**config.mk**
```make
export PLATFORM = sky130hd
export DESIGN_NAME = golden_section_line_search
export DESIGN_NICKNAME = d
export VERILOG_FILES = /design/src/hw/rtl/gss_pkg.sv /design/src/hw/rtl/gss_core.sv /design/src/hw/rtl/golden_section_line_search.sv
export SDC_FILE = /design/constraint.sdc
export NUM_CORES = 2
export LEC_CHECK = 0
export BUFFER_PORTS_ARGS = -buffer_cell sky130_fd_sc_hd__buf_2
export CAP_MARGIN = 40
export CORE_MARGIN = 10
export CORE_UTILIZATION = 45
export DETAILED_ROUTE_END_ITERATION = 12
export PLACE_DENSITY = 0.71
export SETUP_SLACK_MARGIN = 0.4
export SYNTH_ARGS = -nofsm -noshare
export SYNTH_HDL_FRONTEND = slang
export SYNTH_SLANG_ARGS = --single-unit
```
**constraint.sdc**
```tcl
create_clock -name clk -period 19.5 [get_ports clk]
set_input_delay 5.85 -clock clk [delete_from_list [all_inputs] [get_ports clk]]
set_output_delay 5.85 -clock clk [all_outputs]
set_load 0.03 [all_outputs]
```
**src/hw/rtl/gss_pkg.sv**
```systemverilog
// Shared types and constants for the golden-section line search.
// No dependencies; imported by gss_core and golden_section_line_search.
package gss_pkg;

  localparam int COORD_WIDTH_DEF = 32;
  localparam int COUNT_WIDTH_DEF = 8;

  localparam int TOL_WIDTH  = 31;
  localparam int FRAC_WIDTH = 16;
  localparam int CFG_IDX_WIDTH  = 2;
  localparam int CFG_DATA_WIDTH = 32;

  localparam logic [TOL_WIDTH-1:0]  TOL_RESET  = TOL_WIDTH'(66);
  localparam logic [FRAC_WIDTH-1:0] FRAC_RESET = FRAC_WIDTH'(40503);

  localparam logic [CFG_IDX_WIDTH-1:0] CFG_TOLERANCE = CFG_IDX_WIDTH'(0);
  localparam logic [CFG_IDX_WIDTH-1:0] CFG_FRACTION  = CFG_IDX_WIDTH'(1);

  localparam logic OP_START = 1'b0;
  localparam logic OP_VALUE = 1'b1;

  localparam logic KIND_REQUEST = 1'b0;
  localparam logic KIND_FINAL   = 1'b1;

  typedef enum logic [2:0] {
    PH_IDLE,
    PH_FIRST,
    PH_SECOND,
    PH_NEW_LOW,
    PH_NEW_HIGH
  } phase_t;

  typedef enum logic [2:0] {
    ACT_NONE,
    ACT_START,
    ACT_REQ_HIGH,
    ACT_ADV_UP,
    ACT_ADV_DOWN,
    ACT_FINAL
  } act_t;

  typedef struct packed {
    logic valid;
    logic kind;
  } res_ctl_t;

endpackage

```
**src/hw/rtl/gss_core.sv**
```systemverilog
// Search state and combinational step logic of the golden-section line search.
// Depends on gss_pkg.
module gss_core #(
  parameter int COORD_WIDTH = gss_pkg::COORD_WIDTH_DEF,
  parameter int COUNT_WIDTH = gss_pkg::COUNT_WIDTH_DEF
) (
  input  logic                                clk,
  input  logic                                rst,
  input  logic                                go,
  input  logic                                opcode,
  input  logic signed [COORD_WIDTH-1:0]       left_bound,
  input  logic signed [COORD_WIDTH-1:0]       right_bound,
  input  logic signed [COORD_WIDTH-1:0]       func_value,
  input  logic [gss_pkg::TOL_WIDTH-1:0]       tolerance,
  input  logic [gss_pkg::FRAC_WIDTH-1:0]      golden_fraction,
  output gss_pkg::res_ctl_t                   res_ctl,
  output logic signed [COORD_WIDTH-1:0]       point,
  output logic signed [COORD_WIDTH-1:0]       min_value,
  output logic [COUNT_WIDTH-1:0]              eval_count,
  output logic signed [COORD_WIDTH-1:0]       final_left,
  output logic signed [COORD_WIDTH-1:0]       final_right
);
  import gss_pkg::*;

  localparam int WW    = COORD_WIDTH + 1;
  localparam int PW    = WW + FRAC_WIDTH + 1;
  localparam int CMP_W = ((WW > TOL_WIDTH) ? WW : TOL_WIDTH) + 1;

  logic signed [COORD_WIDTH-1:0] lo_end, hi_end, inner_low, inner_high;
  logic signed [COORD_WIDTH-1:0] value_low, value_high;
  logic [COUNT_WIDTH-1:0]        evaluations;
  phase_t                        phase;

  logic signed [COORD_WIDTH-1:0] lo_end_next, hi_end_next, inner_low_next, inner_high_next;
  logic signed [COORD_WIDTH-1:0] value_low_next, value_high_next;
  logic [COUNT_WIDTH-1:0]        evaluations_next;
  phase_t                        phase_next;

  act_t                          act;
  logic                          is_value, move_up, done;
  logic signed [COORD_WIDTH-1:0] vl_eff, vh_eff, base_lo, base_hi;
  logic signed [WW-1:0]          width_cur, w_start, w_up, w_down, w_sel, offset;
  logic signed [WW-1:0]          sum_low, sum_high;
  logic signed [COORD_WIDTH-1:0] pt_low_new, pt_high_new;
  logic signed [PW-1:0]          prod;
  logic [COUNT_WIDTH-1:0]        count_bump;

  assign is_value = (opcode == OP_VALUE);
  assign vl_eff   = (phase == PH_NEW_LOW) ? func_value : value_low;
  assign vh_eff   = (phase == PH_SECOND || phase == PH_NEW_HIGH) ? func_value : value_high;
  assign move_up  = (vl_eff > vh_eff);

  assign width_cur = {hi_end[COORD_WIDTH-1], hi_end} - {lo_end[COORD_WIDTH-1], lo_end};
  assign w_start   = {right_bound[COORD_WIDTH-1], right_bound}
                   - {left_bound[COORD_WIDTH-1], left_bound};
  assign w_up      = {hi_end[COORD_WIDTH-1], hi_end} - {inner_low[COORD_WIDTH-1], inner_low};
  assign w_down    = {inner_high[COORD_WIDTH-1], inner_high} - {lo_end[COORD_WIDTH-1], lo_end};
  assign w_sel     = !is_value ? w_start : (move_up ? w_up : w_down);

  assign prod   = PW'(w_sel) * PW'($signed({1'b0, golden_fraction}));
  assign offset = prod[FRAC_WIDTH+WW-1:FRAC_WIDTH];

  assign base_hi     = !is_value ? right_bound : inner_high;
  assign base_lo     = !is_value ? left_bound : inner_low;
  assign sum_low     = {base_hi[COORD_WIDTH-1], base_hi} - offset;
  assign sum_high    = {base_lo[COORD_WIDTH-1], base_lo} + offset;
  assign pt_low_new  = sum_low[COORD_WIDTH-1:0];
  assign pt_high_new = sum_high[COORD_WIDTH-1:0];

  assign done = ($signed({{(CMP_W-WW){width_cur[WW-1]}}, width_cur})
               < $signed({{(CMP_W-TOL_WIDTH){1'b0}}, tolerance}));

  assign count_bump = (evaluations == '1) ? evaluations : evaluations + 1'b1;

  always_comb begin
    act = ACT_NONE;
    if (!is_value) begin
      act = ACT_START;
    end else begin
      unique case (phase) inside
        PH_IDLE:                 act = ACT_NONE;
        PH_FIRST:                act = ACT_REQ_HIGH;
        PH_SECOND:               act = move_up ? ACT_ADV_UP : ACT_ADV_DOWN;
        PH_NEW_LOW, PH_NEW_HIGH: act = done ? ACT_FINAL :
                                       (move_up ? ACT_ADV_UP : ACT_ADV_DOWN);
        default:                 act = ACT_NONE;
      endcase
    end
  end

  always_comb begin
    phase_next = phase;
    if (go) begin
      unique case (act)
        ACT_START:    phase_next = PH_FIRST;
        ACT_REQ_HIGH: phase_next = PH_SECOND;
        ACT_ADV_UP:   phase_next = PH_NEW_HIGH;
        ACT_ADV_DOWN: phase_next = PH_NEW_LOW;
        ACT_FINAL:    phase_next = PH_IDLE;
        default:      phase_next = phase;
      endcase
    end
  end

  always_comb begin
    lo_end_next      = lo_end;
    hi_end_next      = hi_end;
    inner_low_next   = inner_low;
    inner_high_next  = inner_high;
    value_low_next   = value_low;
    value_high_next  = value_high;
    evaluations_next = evaluations;
    res_ctl.valid    = go && (act != ACT_NONE);
    res_ctl.kind     = KIND_REQUEST;
    point            = '0;
    min_value        = '0;
    final_left       = '0;
    final_right      = '0;
    unique case (act)
      ACT_START: begin
        lo_end_next      = left_bound;
        hi_end_next      = right_bound;
        inner_low_next   = pt_low_new;
        inner_high_next  = pt_high_new;
        value_low_next   = '0;
        value_high_next  = '0;
        evaluations_next = COUNT_WIDTH'(1);
        point            = pt_low_new;
      end
      ACT_REQ_HIGH: begin
        value_low_next   = func_value;
        evaluations_next = count_bump;
        point            = inner_high;
      end
      ACT_ADV_UP: begin
        lo_end_next      = inner_low;
        inner_low_next   = inner_high;
        inner_high_next  = pt_high_new;
        value_low_next   = vh_eff;
        value_high_next  = vh_eff;
        evaluations_next = count_bump;
        point            = pt_high_new;
      end
      ACT_ADV_DOWN: begin
        hi_end_next      = inner_high;
        inner_high_next  = inner_low;
        inner_low_next   = pt_low_new;
        value_low_next   = vl_eff;
        value_high_next  = vl_eff;
        evaluations_next = count_bump;
        point            = pt_low_new;
      end
      ACT_FINAL: begin
        value_low_next  = vl_eff;
        value_high_next = vh_eff;
        res_ctl.kind    = KIND_FINAL;
        point           = (vl_eff < vh_eff) ? lo_end : hi_end;
        min_value       = (vl_eff < vh_eff) ? vl_eff : vh_eff;
        final_left      = lo_end;
        final_right     = hi_end;
      end
      default: begin
        res_ctl.valid = 1'b0;
      end
    endcase
    eval_count = evaluations_next;
  end

  always_ff @(posedge clk) begin
    if (rst) begin
      phase       <= PH_IDLE;
      evaluations <= '0;
    end else begin
      phase <= phase_next;
      if (go) begin
        evaluations <= evaluations_next;
      end
    end
  end

  always_ff @(posedge clk) begin
    if (go) begin
      lo_end     <= lo_end_next;
      hi_end     <= hi_end_next;
      inner_low  <= inner_low_next;
      inner_high <= inner_high_next;
      value_low  <= value_low_next;
      value_high <= value_high_next;
    end
  end

  a_final_goes_idle: assert property (@(posedge clk) disable iff (rst)
    go && res_ctl.valid && res_ctl.kind == KIND_FINAL |=> phase == PH_IDLE)
    else $error("final answer did not end the search");

  a_busy_has_count: assert property (@(posedge clk) disable iff (rst)
    phase != PH_IDLE |-> evaluations != '0)
    else $error("active search with zero evaluations");

  a_phase_legal: assert property (@(posedge clk) disable iff (rst)
    phase <= PH_NEW_HIGH)
    else $error("search phase out of range");

endmodule

```
**src/hw/rtl/golden_section_line_search.sv**
```systemverilog
// Top level of the golden-section line search: channels, config registers,
// input stage and result register. Depends on gss_pkg and gss_core.
//
//  channel | signals                                         | direction
//  in      | in_valid in_ready opcode left_bound right_bound |
//          | func_value                                      | to block
//  out     | out_valid out_ready kind point min_value        |
//          | eval_count final_left final_right               | from block
//  cfg     | cfg_valid cfg_ready cfg_index cfg_data          | to block
//
// One item per cycle while out is not stalled; an in item goes to the input register
// and its result to the result register (the step logic runs between them).
// cfg_ready is always high; a write lands at the next edge.
// Synchronous reset clears the valid flags and search phase and resets the config.
// An out stall holds the result register and, one item later, the input stage.
module golden_section_line_search #(
  parameter int COORD_WIDTH = gss_pkg::COORD_WIDTH_DEF,
  parameter int COUNT_WIDTH = gss_pkg::COUNT_WIDTH_DEF
) (
  input  logic                                 clk,
  input  logic                                 rst,
  input  logic                                 in_valid,
  output logic                                 in_ready,
  input  logic                                 opcode,
  input  logic signed [COORD_WIDTH-1:0]        left_bound,
  input  logic signed [COORD_WIDTH-1:0]        right_bound,
  input  logic signed [COORD_WIDTH-1:0]        func_value,
  output logic                                 out_valid,
  input  logic                                 out_ready,
  output logic                                 kind,
  output logic signed [COORD_WIDTH-1:0]        point,
  output logic signed [COORD_WIDTH-1:0]        min_value,
  output logic [COUNT_WIDTH-1:0]               eval_count,
  output logic signed [COORD_WIDTH-1:0]        final_left,
  output logic signed [COORD_WIDTH-1:0]        final_right,
  input  logic                                 cfg_valid,
  output logic                                 cfg_ready,
  input  logic [gss_pkg::CFG_IDX_WIDTH-1:0]    cfg_index,
  input  logic [gss_pkg::CFG_DATA_WIDTH-1:0]   cfg_data
);
  import gss_pkg::*;

  logic [TOL_WIDTH-1:0]  tolerance;
  logic [FRAC_WIDTH-1:0] golden_fraction;

  logic                          s_valid;
  logic                          s_opcode;
  logic signed [COORD_WIDTH-1:0] s_left, s_right, s_value;

  logic                          stage_go, go;
  res_ctl_t                      res_ctl;
  logic signed [COORD_WIDTH-1:0] r_point, r_min, r_left, r_right;
  logic [COUNT_WIDTH-1:0]        r_count;

  assign cfg_ready = 1'b1;
  assign stage_go  = !out_valid || out_ready;
  assign go        = s_valid && stage_go;
  assign in_ready  = !s_valid || stage_go;

  always_ff @(posedge clk) begin
    if (rst) begin
      tolerance       <= TOL_RESET;
      golden_fraction <= FRAC_RESET;
    end else if (cfg_valid && cfg_ready) begin
      unique case (cfg_index)
        CFG_TOLERANCE: tolerance       <= cfg_data[TOL_WIDTH-1:0];
        CFG_FRACTION:  golden_fraction <= cfg_data[FRAC_WIDTH-1:0];
        default: ;
      endcase
    end
  end

  always_ff @(posedge clk) begin
    if (rst) begin
      s_valid <= 1'b0;
    end else if (in_ready) begin
      s_valid <= in_valid;
    end
  end

  always_ff @(posedge clk) begin
    if (in_valid && in_ready) begin
      s_opcode <= opcode;
      s_left   <= left_bound;
      s_right  <= right_bound;
      s_value  <= func_value;
    end
  end

  gss_core #(
    .COORD_WIDTH (COORD_WIDTH),
    .COUNT_WIDTH (COUNT_WIDTH)
  ) u_core (
    .clk             (clk),
    .rst             (rst),
    .go              (go),
    .opcode          (s_opcode),
    .left_bound      (s_left),
    .right_bound     (s_right),
    .func_value      (s_value),
    .tolerance       (tolerance),
    .golden_fraction (golden_fraction),
    .res_ctl         (res_ctl),
    .point           (r_point),
    .min_value       (r_min),
    .eval_count      (r_count),
    .final_left      (r_left),
    .final_right     (r_right)
  );

  always_ff @(posedge clk) begin
    if (rst) begin
      out_valid <= 1'b0;
    end else if (stage_go) begin
      out_valid <= res_ctl.valid;
    end
  end

  always_ff @(posedge clk) begin
    if (stage_go && res_ctl.valid) begin
      kind        <= res_ctl.kind;
      point       <= r_point;
      min_value   <= r_min;
      eval_count  <= r_count;
      final_left  <= r_left;
      final_right <= r_right;
    end
  end

  a_result_from_stage: assert property (@(posedge clk) disable iff (rst)
    $rose(out_valid) |-> $past(s_valid))
    else $error("result appeared without an item in the input stage");

  a_stall_cause: assert property (@(posedge clk) disable iff (rst)
    !in_ready |-> s_valid && out_valid && !out_ready)
    else $error("input held off without a full pipeline");

  a_out_hold: assert property (@(posedge clk) disable iff (rst)
    out_valid && !out_ready |=> out_valid && $stable(kind) && $stable(point))
    else $error("stalled result changed before transfer");

endmodule

```
After elaboration in Yosys (flattened, before gate mapping)

Cells that the tools add are included.

Register bits after elaboration: 486
Input port bits: 136
Word-level logic and storage cells: 102

Add/subtract/negate cells: 7
Multipliers: 1
Order comparisons: 3
Equal/unequal tests: 11
Muxes and demuxes: 24
Reduce and logical (&&, ||, !) cells: 34

Operators with widths:

| operator                                                         | number |
|---|---|
| 32-bit one-hot mux with 2 select lines                           | 4 |
| 32-bit one-hot mux with 4 select lines                           | 2 |
| 32-bit two-way mux                                               | 6 |
| 32-bit by 32-bit subtractor with 33-bit output                   | 4 |
| 32-bit one-hot mux with 3 select lines                           | 1 |
| 33-bit two-way mux                                               | 2 |
| 33-bit by 17-bit multiplier with 48-bit output                   | 1 |
| 33-bit by 32-bit less-than comparator with 1-bit output          | 1 |
| 32-bit adder                                                     | 1 |
| 32-bit > comparator                                              | 1 |
| 32-bit less-than comparator                                      | 1 |
| 32-bit subtractor                                                | 1 |
| 2-bit AND reduction                                              | 9 |
| 8-bit one-hot mux with 2 select lines                            | 1 |
| 3-bit one-hot mux with 5 select lines                            | 1 |
| 3-bit by 2-bit == test with 1-bit output (second input constant) | 4 |
| 2-bit OR reduction                                               | 5 |
| 3-bit == test (second input constant)                            | 3 |
| 3-bit two-way mux                                                | 3 |
| 3-bit one-hot mux with 3 select lines                            | 1 |
| 8-bit by 1-bit adder with 8-bit output (second input constant)   | 1 |
| 8-bit == test (second input constant)                            | 1 |
| 8-bit two-way mux                                                | 1 |
| 2-bit nonzero test                                               | 4 |
| other kinds (12)                                                 | 21 |

Longest topological paths before layout

Depth in word-level cells: 12
Depth in mapped cells: 62
Depth with buffers taken out: 55

By module

A second synthesis with hierarchy kept.

Cells, all modules: 5527
Area, all modules: 51259.2 um2

Modules (own cells, without submodules):

| module                     | times used | cells each | area an instance (um2) | sequential area each (um2) |
|---|---|---|---|---|
| gss_core                   | 1          | 5081       | 42111.6                | 5985.7 |
| golden_section_line_search | 1          | 446        | 9147.5                 | 8007.7 |

Least setup slack after synthesis

OpenSTA, ideal clock, no wires.

Path kind: reg-to-reg
Start: register u_core.phase[1]
End: register point[30], data pin
Setup time: 0.158 ns
Arrival time: 13.833 ns
Data required time: 19.342 ns
Path slack: 5.510 ns
Stages on the path, launching flop included: 59
Path buffers: 8
Period minus slack after synthesis: 13.990 ns
Cells stage by stage: dfxtp_1 -> buf_2 -> xnor2_1 -> or2_2 -> clkbuf_1 -> clkbuf_1 -> clkbuf_1 -> mux2i_1 -> ha_1 -> nand4_1 -> nor2_1 -> nand3_1 -> or4_1 -> a31oi_1 -> nor4bb_1 -> nor3_1 -> buf_2 -> buf_1 -> [23 not listed] -> fa_1 -> a211oi_1 -> o21bai_1 -> a21oi_1 -> o21bai_1 -> a21oi_1 -> a21oi_1 -> o31ai_2 -> a22oi_1 -> nor4_1 -> nor2_1 -> a41oi_1 -> a21boi_1 -> o32a_1 -> a31oi_1 -> nor2_1 -> a311o_1 -> o211ai_1

Word-level cells in the longest chain between the ends: 11

Ends and longest elaborated chain:

| what                                                                                    | RTL line                          | source |
|---|---|---|
| start, declared                                                                         | gss_core.sv:32                    | `phase_t phase;` |
| start signal, assigned                                                                  | gss_core.sv:174                   | `phase <= phase_next;` |
| branches (longest 10 deep; another with 33-bit by 17-bit multiplier with 48-bit output) | -                                 |  |
| 32-bit one-hot mux with 4 select lines (*)                                              | gss_core.sv:119                   | `unique case (act)` |
| named net r_point[30]                                                                   | golden_section_line_search.sv:52  | `logic signed [COORD_WIDTH-1:0] r_point, r_min, r_left, r_right;` |
| end signal, assigned                                                                    | golden_section_line_search.sv:122 | `point <= r_point;` |
| end, declared                                                                           | golden_section_line_search.sv:31  | `output logic signed [COORD_WIDTH-1:0] point,` |

Mark *: on every way through the listed nets, which the timed path passes.
A chain may end at the register's enable or synchronous reset.

Worst setup path in the final report

Start: register u_core.phase[2]
End: register point[28], data pin

The elaborated chain is that of the path after synthesis.

==> flow_metrics.env <==
export IMPL_outcome="complete, no violations"
export IMPL_hold_path_class="reg2reg"
export IMPL_layout_nets=6504
export IMPL_critPathMaxFanout=58
export IMPL_grt_use_total_pct=24.1
export IMPL_synthFlopType="edfxtp_1"
export IMPL_core_area_sq_mm=0.111
export IMPL_vias_per_cell=5.73
export IMPL_worst_path_largest_cell_delay_ns=0.61
export IMPL_clock_tree_root_cell="clkbuf_16"
export IMPL_critPathSlowestCell="xnor2_1"
export IMPL_final_common_cell="inv_1"
export IMPL_numClockSinks=486
export IMPL_clockBufferDepth=3
export IMPL_worstSkewPairLatency_ns=0.63
export IMPL_antenna_left=0
export IMPL_worst_r2r_cell_count=54
export IMPL_cts_clk_slew_worst_paths_ns=0.07
export IMPL_grt_start_max_net_pins=85
export IMPL_holdPathStages=2
export IMPL_cts_made_buffers=49
export IMPL_start_util_pct=45.3
export IMPL_area_grow_syn2layout_pct=9.77
export IMPL_globalRoute_totalOverflow=0
export IMPL_crit_path_frequent_cell="fa_1"
export IMPL_critical_path_endpoint_type="register"
export IMPL_finalHoldViolations=0
export IMPL_required_ns=19.85
export IMPL_worst_slew_pin_transition_ns=0.962
export IMPL_drt_iter0_drc=3826
export IMPL_layout_worst_path_cycle_share_pct=84.0
export IMPL_wire_length_of_the_first_global_routing_pass_um=238000
export IMPL_grt_pass1_vias=40930
export IMPL_route_final_wire_length_um=154000
export IMPL_fp_dieW_um=354
export IMPL_rrSetupSlack_ns=3.11
export IMPL_fin_tns_setup_ns=0
export IMPL_timing_critical_path_from_type="register"
export IMPL_dp_cells=6966
export IMPL_timing_max_cap_violations=0
export IMPL_slew_headroom_pct=35.9
export IMPL_synth_nets=6335
export IMPL_fin_cells=7055
export IMPL_detail_route_wl_per_cell_um=21.8
export IMPL_gp_congestion=0.967
export IMPL_post_synthesis_register_bit_count=486
export IMPL_total_via_count_after_detailed_routing=40431
export IMPL_synthDistinctLibCells=115
export IMPL_setup_repair_after_global_routing_missed_its_margin="no"
export IMPL_buffers_inserted_during_post_cts_setup_optimization=0
export IMPL_resized_after_cts=0
export IMPL_io_pins=276
export IMPL_syn_area_per_cell_sq_um=9.35
export IMPL_final_cell_mix="804 x inv_1, 736 x nand2_1, 495 x fa_1"
export IMPL_hpwlAfterDp_um=117000
export IMPL_clock_skew_ns=0.0335
export IMPL_antenna_found_initial=7
export IMPL_worstPathArrival_ns=16.73
export IMPL_post_synth_instance_area_sq_mm=0.0501
export IMPL_clock_tree_from_tritoncts="yes"
export IMPL_timing_max_transition_violations_final=0
export IMPL_number_of_enable_flip_flop_cells_after_synthesis=426
export IMPL_cts_hold_buf=0
export IMPL_number_of_levels_the_h_tree_was_split_into=2
export IMPL_drc=0
export IMPL_setup_viol_count_final=0
export IMPL_die_area_sq_mm=0.125
export IMPL_chipHeight_um=354
export IMPL_synth_yosys_warnings=0
export IMPL_synth_cells=5360
export IMPL_timing_fmax_mhz=61.0
export IMPL_synth_sequential_area_ratio_pct=27.9
export IMPL_asyncSetResetFlopFracSynth_pct=0
export IMPL_placement_io_buffers=273
export IMPL_antenna_cells=0
export IMPL_criticalPathCategory="reg2reg"
export IMPL_post_route_cells_drive_above_1_share_pct=11.0
export IMPL_timing_final_crit_period_ns=16.39
export IMPL_placement_rows=122
export IMPL_detail_route_first_pass_iterations=7
area by class of cell:
class                      count  area [sq um]
fill                       10240         55700
sequential                   486         14000
timing repair buffer         351          2160
multi-input combinational   3833         32300
inverter                     808          3040
clock buffer                  54          1280
tap                         1488          1860
clock inverter                35           333
worst max-delay path, delay by kind of cell, from the launching register on:
family	cells	cell delay (ns)
buffers and inverters	7	1.11
XOR/XNOR	2	0.79
flip-flops	1	0.56
AO/OA/AOI/OAI	23	5.42
AND/OR/NAND/NOR	11	3.21
adder cells (fa/ha/maj)	10	4.47
multiplexers	1	0.41
registers in the layout (all words and copies together) (netlist names), 3 cells and up:
signal,count
eval_count,8
final_left,32
final_right,32
golden_fraction,16
min_value,32
point,32
s_left,32
s_right,32
s_value,32
tolerance,31
u_core.evaluations,8
u_core.hi_end,32
u_core.inner_high,32
u_core.inner_low,32
u_core.lo_end,32
u_core.phase,3
u_core.value_high,32
u_core.value_low,32
metal layers:
layer / GRT usage [%] / part of all wire (%)
met1: 31.1 / 40
met2: 39.8 / 47
met3: 3.87 / 8.1
met4: 10.4 / 4.9
met5: 0 / 0.0084
path summary, 6_finish.rpt:
kind,from,endpoint
worst max-delay path,u_core.phase[2],point[28]
worst min-delay path,tolerance[20],tolerance[20]
worst max register to register,u_core.phase[2],point[28]
worst min register to register,tolerance[20],tolerance[20]
kinds of logic (layout without fill, tap and decap cells):
group	after synthesis	count (layout)	share of synthesized area (%)
multiplexers	195	195	4.09
AO/OA/AOI/OAI	1011	1011	13.1
adder cells (fa/ha/maj)	850	850	28.6
flip-flops	486	486	27.9
other	1	1	0.00748
XOR/XNOR	212	212	3.85
buffers and inverters	1041	1248	7.90
AND/OR/NAND/NOR	1564	1564	14.5
synthesized netlist by cell type (all sizes together), types with 38 or more instances:
master / instances / share of area [%]
xnor2: 135 / 2.4
ha: 344 / 8.6
xor2: 74 / 1.3
a211oi: 39 / 0.61
a21o: 85 / 1.3
inv: 806 / 6.0
nand3: 65 / 0.65
fa: 495 / 20
nor3: 42 / 0.44
nor2: 265 / 2.0
o22ai: 67 / 0.84
edfxtp: 426 / 26
mux2i: 115 / 2.3
clkbuf: 208 / 1.6
o21a: 40 / 0.60
o21ai: 259 / 2.6
dfxtp: 60 / 2.4
a21oi: 263 / 2.6
mux2: 80 / 1.8
and3: 38 / 0.49
nand2: 737 / 5.5
and2: 237 / 3.0
per-stage QoR:
stage               cell area (sq um)  hold slack (ns)  worst slack, ns  util [%]
detailed placement              53400            0.449             3.49      48.3
global placement                53100            0.442             3.41      48.0
finish                          55000            0.458             3.11      49.7
global route                    55000            0.478             2.08      49.7
floorplan                       50100            0.434             5.51         -
CTS                             55000            0.458             3.36      49.7
Power is not shown: default switching activity piles up to over one toggle a cycle in this logic, so the estimate is an artifact.
